<file path="src/rtl/kmrmc_pkg.sv">
// shared constants, types and helper functions for the k-mer match counter
package kmrmc_pkg;

   localparam int TABLE_DEPTH = 4096;
   localparam int ADDR_W      = $clog2(TABLE_DEPTH);
   localparam int COUNT_W     = ADDR_W + 1;
   localparam int KMER_LEN    = 64;
   localparam int CNT_W       = 40;
   localparam int REM_W       = 48;
   localparam int POS_W       = 32;
   localparam int KEY_W       = 64;

   localparam logic [1:0] KIND_INSERT = 2'd0;
   localparam logic [1:0] KIND_BASE   = 2'd1;
   localparam logic [1:0] KIND_NEWRUN = 2'd2;

   localparam logic [1:0] STAT_OK   = 2'd0;
   localparam logic [1:0] STAT_DUP  = 2'd1;
   localparam logic [1:0] STAT_FULL = 2'd2;

   localparam logic [7:0] CHAR_C = 8'h43;
   localparam logic [7:0] CHAR_G = 8'h47;
   localparam logic [7:0] CHAR_T = 8'h54;

   typedef enum logic [3:0] {
      ST_IDLE,
      ST_DECODE,
      ST_CHECK,
      ST_SRCH_INS,
      ST_INSERT,
      ST_SRCH_FWD,
      ST_FWD_END,
      ST_SRCH_REV,
      ST_REV_END,
      ST_LAST,
      ST_OUT
   } state_type;

   typedef struct packed {
      logic latch;
      logic start_ins;
      logic shift;
      logic start_fwd;
      logic start_rev;
      logic search;
      logic insert;
      logic hit;
      logic miss;
      logic finish;
      logic clear_run;
      logic emit;
   } cmd_type;

   typedef struct packed {
      logic [1:0] kind;
      logic       win_full;
      logic       srch_done;
      logic       found;
      logic       out_free;
   } stat_type;

   function automatic logic [1:0] base_code(input logic [7:0] ch);
      logic [1:0] c;
      case (ch)
         CHAR_C:  c = 2'd1;
         CHAR_G:  c = 2'd2;
         CHAR_T:  c = 2'd3;
         default: c = 2'd0;
      endcase
      return c;
   endfunction

   function automatic logic [2*KEY_W-1:0] rev_comp(input logic [2*KEY_W-1:0] w);
      logic [2*KEY_W-1:0] r;
      for (int k = 0; k < KMER_LEN; k++) begin
         r[2*k +: 2] = ~w[2*(KMER_LEN-1-k) +: 2];
      end
      return r;
   endfunction

endpackage

</file>
<file path="src/rtl/kmrmc_ctrl.sv">
// controller state machine sequencing inserts, base steps, new-run clears and table scans
module kmrmc_ctrl import kmrmc_pkg::*; (
   input  logic     clock,
   input  logic     reset,
   input  logic     req_valid,
   output logic     req_ready,
   input  stat_type stat,
   output cmd_type  cmd
);

   state_type state_ff, state_in;

   always_ff @(posedge clock) begin
      if (reset) begin
         state_ff <= ST_IDLE;
      end else begin
         state_ff <= state_in;
      end
   end

   always_comb begin
      state_in = state_ff;
      case (state_ff)
         ST_IDLE: begin
            if (req_valid) state_in = ST_DECODE;
         end
         ST_DECODE: begin
            case (stat.kind)
               KIND_INSERT: state_in = ST_SRCH_INS;
               KIND_BASE:   state_in = ST_CHECK;
               default:     state_in = ST_OUT;
            endcase
         end
         ST_CHECK: begin
            state_in = stat.win_full ? ST_SRCH_FWD : ST_LAST;
         end
         ST_SRCH_INS: begin
            if (stat.srch_done) state_in = ST_INSERT;
         end
         ST_INSERT: state_in = ST_OUT;
         ST_SRCH_FWD: begin
            if (stat.srch_done) state_in = ST_FWD_END;
         end
         ST_FWD_END: begin
            state_in = stat.found ? ST_LAST : ST_SRCH_REV;
         end
         ST_SRCH_REV: begin
            if (stat.srch_done) state_in = ST_REV_END;
         end
         ST_REV_END: state_in = ST_LAST;
         ST_LAST:    state_in = ST_OUT;
         ST_OUT: begin
            if (stat.out_free) state_in = ST_IDLE;
         end
         default: state_in = ST_IDLE;
      endcase
   end

   always_comb begin
      cmd       = '0;
      req_ready = 1'b0;
      case (state_ff)
         ST_IDLE: begin
            req_ready = 1'b1;
            cmd.latch = req_valid;
         end
         ST_DECODE: begin
            cmd.start_ins = (stat.kind == KIND_INSERT);
            cmd.shift     = (stat.kind == KIND_BASE);
            cmd.clear_run = (stat.kind == KIND_NEWRUN);
         end
         ST_CHECK:    cmd.start_fwd = stat.win_full;
         ST_SRCH_INS: cmd.search = 1'b1;
         ST_INSERT:   cmd.insert = 1'b1;
         ST_SRCH_FWD: cmd.search = 1'b1;
         ST_FWD_END: begin
            cmd.hit       = stat.found;
            cmd.start_rev = !stat.found;
         end
         ST_SRCH_REV: cmd.search = 1'b1;
         ST_REV_END: begin
            cmd.hit  = stat.found;
            cmd.miss = !stat.found;
         end
         ST_LAST:  cmd.finish = 1'b1;
         ST_OUT:   cmd.emit = stat.out_free;
         default:  cmd = '0;
      endcase
   end

endmodule

</file>
<file path="config.mk">
export PLATFORM = sky130hd
export DESIGN_NAME = kmrmc_ctrl
export DESIGN_NICKNAME = d
export VERILOG_FILES = /design/src/rtl/kmrmc_pkg.sv /design/src/rtl/kmrmc_ctrl.sv
export SDC_FILE = /design/constraint.sdc
export NUM_CORES = 1
export LEC_CHECK = 0
export ABC_AREA = 1
export CORE_AREA = 8 8 48 50
export DETAILED_ROUTE_END_ITERATION = 6
export DIE_AREA = 0 0 56 58
export DONT_BUFFER_PORTS = 1
export PLACE_DENSITY = 0.55
export SETUP_SLACK_MARGIN = 0.3
export SYNTH_ARGS = -nofsm -noshare
export SYNTH_HDL_FRONTEND = slang
export SYNTH_SLANG_ARGS = --single-unit
</file>
<file path="constraint.sdc">
create_clock -name clock -period 1.12 [get_ports clock]
set_clock_uncertainty 0.15 [all_clocks]
set_input_delay 0.112 -clock clock [delete_from_list [all_inputs] [get_ports clock]]
set_output_delay 0.112 -clock clock [all_outputs]
set_load 0.005 [all_outputs]
</file>
==> flow_summary.toml, run 1 <==
[synthesis]
synth_top_family_by_area = "simple AND/OR/NAND/NOR gates"
synth_xor_area_share_pct = 0
synthCells = 82
synth_top_area_share_pct = 17.93
synthAdderAreaFrac_pct = 0
synth_top_area_cell = "dfxtp_1"
synth_cell_types = 17
ys.warnings.count = 0
synth-simple-area-share_pct = 56.86
synth-seq-cells = 4
ys_seq_area_share_pct = 17.93
synthMuxAreaShare_pct = 0
synthTopCellsByArea = "dfxtp_1 18%, nand2_1 17%, inv_1 11%, nor2_1 10%, nand3_1 5.6%"
synth-compound-area-share_pct = 9.244
syn_area_um2 = 446.7
syn_area_per_cell_um2 = 5.447
syn_nets = 91

[power_and_ir_drop]
p_comb_share_pct = 75.6
intPower_mw = 1.188
power_mw = 2.231
p_clk_share_pct = 7.9
p_seq_share_pct = 16.5
switching_share_pct = 46.73
cellPowerDensity_nw_per_um2 = 2685
leakagePower_nw = 0.4232
ir_worst_vdd_v = 0.001444
p_switching_mw = 1.043

[floorplan]
core_area_um2 = 1614
fp-row-count = 15
fp.dieArea_um2 = 3248
io_pins = 22
die_w_um = 56
initial_utilization_pct = 27.67
die_h_um = 58

[critical_path]
worst_setup_path_start_kind = "register"
path_delay_family = "flip-flops"
slowest_stage = "dfxtp_4"
crit_path_max_incr_delay_ns = 0.39
crit_path_end_kind = "primary output"
path_class = "reg2out"
critPathArrivalTime_ns = 1.17
critPathMaxFanout = 5
worst_ep_required_time_ns = 0.86
path_buf_inv = 3
crit_chain = "inv_4 -> nor2_1 -> nand2_1 -> buf_4 -> inv_1"

[route]
wirelength_um = 1613
drt_iter0_drc = 4
via_count = 576
drt_first_pass_iters = 4
viasPerCell = 4.721
wl_per_cell_um = 13.22
drc_errors = 0
ant_nets = 0

[cells_and_area]
stdcell_area_um2 = 830.8
largest_register = "state_ff"
final_cell_mix = "15 x nand2_1, 11 x buf_4, 10 x nor2_4"
area_delta_synth_final_pct = 85.99
final_util_pct = 51.47
top_regs = "state_ff: 4 flops"
diodes = 0
nNetsFinal = 116
largest_reg_flops = 4
layout_commonest_cell = "nand2_1"
drive_above_1_share_pct = 63.81

[clock_tree]
cts_buffers = 3
htree_levels = 1
clock-sinks = 4
cts_root_buffer = "clkbuf_4"
clkSlewWorstSetupHoldPaths_ns = 0.04
cts-hold-fix-buffers = 1
cts_max_path_buffers = 2
clk_latency_ns = 0.23
cts_tree = "done"

[sta]
fmax_mhz = 697.9
rsz0062_at_grt = "yes"
slew_violations = 0
post-route-period-util_pct = 127.9
hold_slack_ns = -0.09096
hold_viol_final = 2
worstMarginPinSlew_ns = 0.2122
relSlewSlack_pct = 85.70
fin_crit_ns = 1.433
setup_viol = 17
fin_ws_ns = -0.3128

[status]
status = "finished, violations left"
failed_checks = "negative hold slack, negative setup slack"

[placement]
place.gp.congestion = 0.8441
dp_slack_ns = -0.2327
placed_area_um2 = 595.6
port_buffers = 0
hpwl_um = 1155

[global_routing]
grt-ovfl-total = 0
antenna_found_initial = 0
grt-busiest-layer = "met2"
grt_pass1_vias = 561
use_met1_pct = 8.105
use_met3_pct = 5.895
grt_pass1_wl_um = 2318
use_met2_pct = 14.90
grt_max_degree = 7
track_usage_pct = 8.571

[flow_run]
drv_cap = 0

[min_path]
hp-class = "in2reg"
[Yosys cell counts, drive strengths merged]
| cell | instances |
|---|---|
| nand3 | 6 |
| a21oi | 5 |
| inv | 19 |
| nand4 | 1 |
| dfxtp | 4 |
| nor2 | 18 |
| o211ai | 1 |
| o21ai | 1 |
| nor3 | 3 |
| nand2 | 24 |
[repair_timing]
item | in CTS | in global routing
setup buffers | 3 | 4
endpoints found under the hold margin | 4 | 2
cloned | 0 | 0
pin swaps | 8 | 11
endpoints found under the setup margin | 17 | 17
resized for setup | 21 | 22
[routing by layer]
metal	share of wire, %	routed length (um)	up-vias
met5	0	0	-
met4	0.37	6	0
met3	11	173	2
met2	52	844	24
met1	37	589	254
li1	-	-	296
[power groups by stage]
| stage | registers (mW) | logic (mW) | clock network, mW |
|---|---|---|---|
| floorplan | 0.316 | 0.725 | 0 |
| global placement | 0.333 | 1.10 | 0 |
| detailed placement | 0.336 | 1.11 | 0 |
| CTS | 0.360 | 1.46 | 0.184 |
| global route | 0.377 | 1.84 | 0.192 |
| finish | 0.368 | 1.69 | 0.176 |
[through the flow]
step / std cells / TNS, ns
floorplan: 82 / -0.2449
global placement: 111 / -1.277
detailed placement: 111 / -1.294
CTS: 118 / -4.209
global route: 122 / -5.390
finish: 122 / -4.289
[cells by family (layout without fill, tap and decap cells)]
group | count (synthesis) | count (layout)
AOI/OAI and AO/OA | 7 | 7
buffers and inverters | 19 | 42
DFF | 4 | 4
and+or+nand+nor | 52 | 52
[final cells by class]
class	instances	area [um^2]
clock buffer	3	22.52
fill	164	783.3
inverter	19	83.83
multi-input combinational	59	425.4
sequential	4	95.09
tap	17	21.27
timing repair buffer	20	182.7
[final timing paths]
check / cells after the start / start / slack, ns / to
setup / recovery: 5 / state_ff[2] / -0.31 / cmd[5]
hold / removal: 3 / stat[0] / -0.09 / state_ff[3]
setup reg to reg: 9 / state_ff[1] / -0.26 / state_ff[2]
hold reg to reg: 2 / state_ff[2] / 0.39 / state_ff[2]
[worst min-delay path, delay by kind of cell]
family | cells | cell delay (ns)
compound gates | 1 | 0.05
simple gates | 1 | 0.03
buf+inv | 1 | 0.06
(Power assumes the default switching activity.)
==> inputs of run 2 (changes only) <==
- CORE_AREA: 8 8 48 50 -> 8 8 45 47
- DIE_AREA: 0 0 56 58 -> 0 0 53 55
- PLACE_DENSITY: 0.55 -> 0.6
==> run 2 against run 1 <==
The run still ends with negative hold slack, negative setup slack left; worst hold slack worse by 0.0073 ns; wire length up 7.8%; via count up 7.1%; final area up 3.0%; global-route usage up 2.4 points; cell count up 0.82%; critical path depth unchanged; clock power up 17%; utilization up 10 points; sequential cell count unchanged; worst setup slack worse by 0.017 ns; fmax down 1.2%; critical endpoint is now cmd[11].
==> flow_summary.toml, run 2 (same netlist as run 1, synthesis figures left out) <==
[cells_and_area]
nNetsFinal = 117
area_delta_synth_final_pct = 91.60
largest_register = "state_ff"
drive_above_1_share_pct = 69.16
diodes = 0
final_util_pct = 61.84
final_cell_mix = "13 x buf_4, 11 x nand2_2, 11 x nor2_4"
layout_commonest_cell = "buf_4"
largest_reg_flops = 4
stdcell_area_um2 = 855.8
top_regs = "state_ff: 4 flops"

[route]
viasPerCell = 5.016
ant_nets = 0
drt_first_pass_iters = 4
drt_iter0_drc = 11
via_count = 617
drc_errors = 0
wirelength_um = 1739
wl_per_cell_um = 14.14

[sta]
post-route-period-util_pct = 129.4
fin_ws_ns = -0.3295
hold_viol_final = 1
worstMarginPinSlew_ns = 0.1679
fmax_mhz = 689.9
rsz0062_at_grt = "yes"
slew_violations = 0
fin_crit_ns = 1.450
setup_viol = 17
hold_slack_ns = -0.09823
relSlewSlack_pct = 88.74

[clock_tree]
cts_buffers = 3
cts_root_buffer = "clkbuf_4"
htree_levels = 1
cts_max_path_buffers = 2
cts-hold-fix-buffers = 1
clk_latency_ns = 0.24
cts_tree = "done"
clkSlewWorstSetupHoldPaths_ns = 0.04
clock-sinks = 4

[power_and_ir_drop]
ir_worst_vdd_v = 0.001550
p_comb_share_pct = 75.6
p_switching_mw = 1.139
p_clk_share_pct = 9.0
intPower_mw = 1.163
p_seq_share_pct = 15.5
cellPowerDensity_nw_per_um2 = 2690
leakagePower_nw = 0.4196
switching_share_pct = 49.46

[status]
failed_checks = "negative hold slack, negative setup slack"
status = "finished, violations left"

[placement]
place.gp.congestion = 0.8006
port_buffers = 0
hpwl_um = 1140
placed_area_um2 = 594.3

[flow_run]
drv_cap = 0

[global_routing]
grt-busiest-layer = "met2"
grt_max_degree = 6
use_met2_pct = 18.75
grt-ovfl-total = 0
grt_pass1_wl_um = 2380
use_met3_pct = 4.545
grt_pass1_vias = 545
track_usage_pct = 10.98
use_met1_pct = 11.55
antenna_found_initial = 0

[critical_path]
reg2reg_slack_ns = -0.27
path_class = "reg2out"
crit_path_end_kind = "primary output"
critPathArrivalTime_ns = 1.19
critPathMaxFanout = 5
worst_ep_required_time_ns = 0.86
worst_setup_path_start_kind = "register"

[floorplan]
initial_utilization_pct = 32.28
die_h_um = 55
die_w_um = 53
fp.dieArea_um2 = 2915
core_area_um2 = 1384
io_pins = 22
fp-row-count = 14

[min_path]
hp-class = "in2reg"
run 2: cell count changes in the layout (fill, tap and decap cells not counted), moves of 2 or more:
cell	previous run	this run
nand2_1	15	9
nand2_2	6	11
buf_4	11	13
nor2_1	4	2
run 2: path summary, 6_finish.rpt:
check               from     endpoint  cells past startpoint
max          state_ff[2]      cmd[11]                      5
min              stat[0]  state_ff[3]                      3
max reg2reg  state_ff[2]  state_ff[3]                      9
min reg2reg  state_ff[2]  state_ff[2]                      2
run 2: what timing repair did:
item                                   CTS  global route
buffers inserted                         3             5
endpoints found under the hold margin    4             1
setup endpoints to repair               17            17
gates resized for setup                 15            34
pin swaps                                7            12
run 2: power by group through the flow:
stage          combinational (mW)  sequential [mW]  clock, mW
2_1_floorplan               0.725            0.316          0
6_report                     1.74            0.356      0.206
3_3_place_gp                 1.06            0.336          0
4_1_cts                      1.34            0.334      0.208
3_5_place_dp                 1.06            0.340          0
5_1_grt                      1.86            0.362      0.222
run 2: layout make-up:
type	count	area [um^2]
clock buffers	4	26.28
fillers	124	528.0
well taps	16	20.02
flip-flops and latches	4	95.09
repair buffers	21	186.4
multi-input cells	59	446.7
inverters	19	81.33
run 2: metal layers:
layer | wire [um] | vias to the layer above | part of all wire [%]
li1 | - | 301 | -
met1 | 636 | 279 | 37
met2 | 858 | 29 | 49
met3 | 172 | 8 | 9.9
met4 | 72 | 0 | 4.1
met5 | 0 | - | 0
run 2: stage by stage:
stage	instances	setup TNS (ns)	power (mW)	worst slack, ns
3_5_place_dp	110	-1.224	1.403	-0.2086
2_1_floorplan	82	-0.2449	1.041	-0.06530
3_3_place_gp	110	-0.9859	1.392	-0.1808
6_report	123	-4.454	2.302	-0.3295
5_1_grt	123	-5.435	2.442	-0.3815
4_1_cts	118	-4.209	1.882	-0.3317
run 2: worst max-delay path, stage by stage, from the launching register on:
cell	delay, ns
dfxtp_4	0.35
nor2_4	0.16
inv_2	0.06
buf_6	0.12
buf_4	0.13
nor3_4	0.12
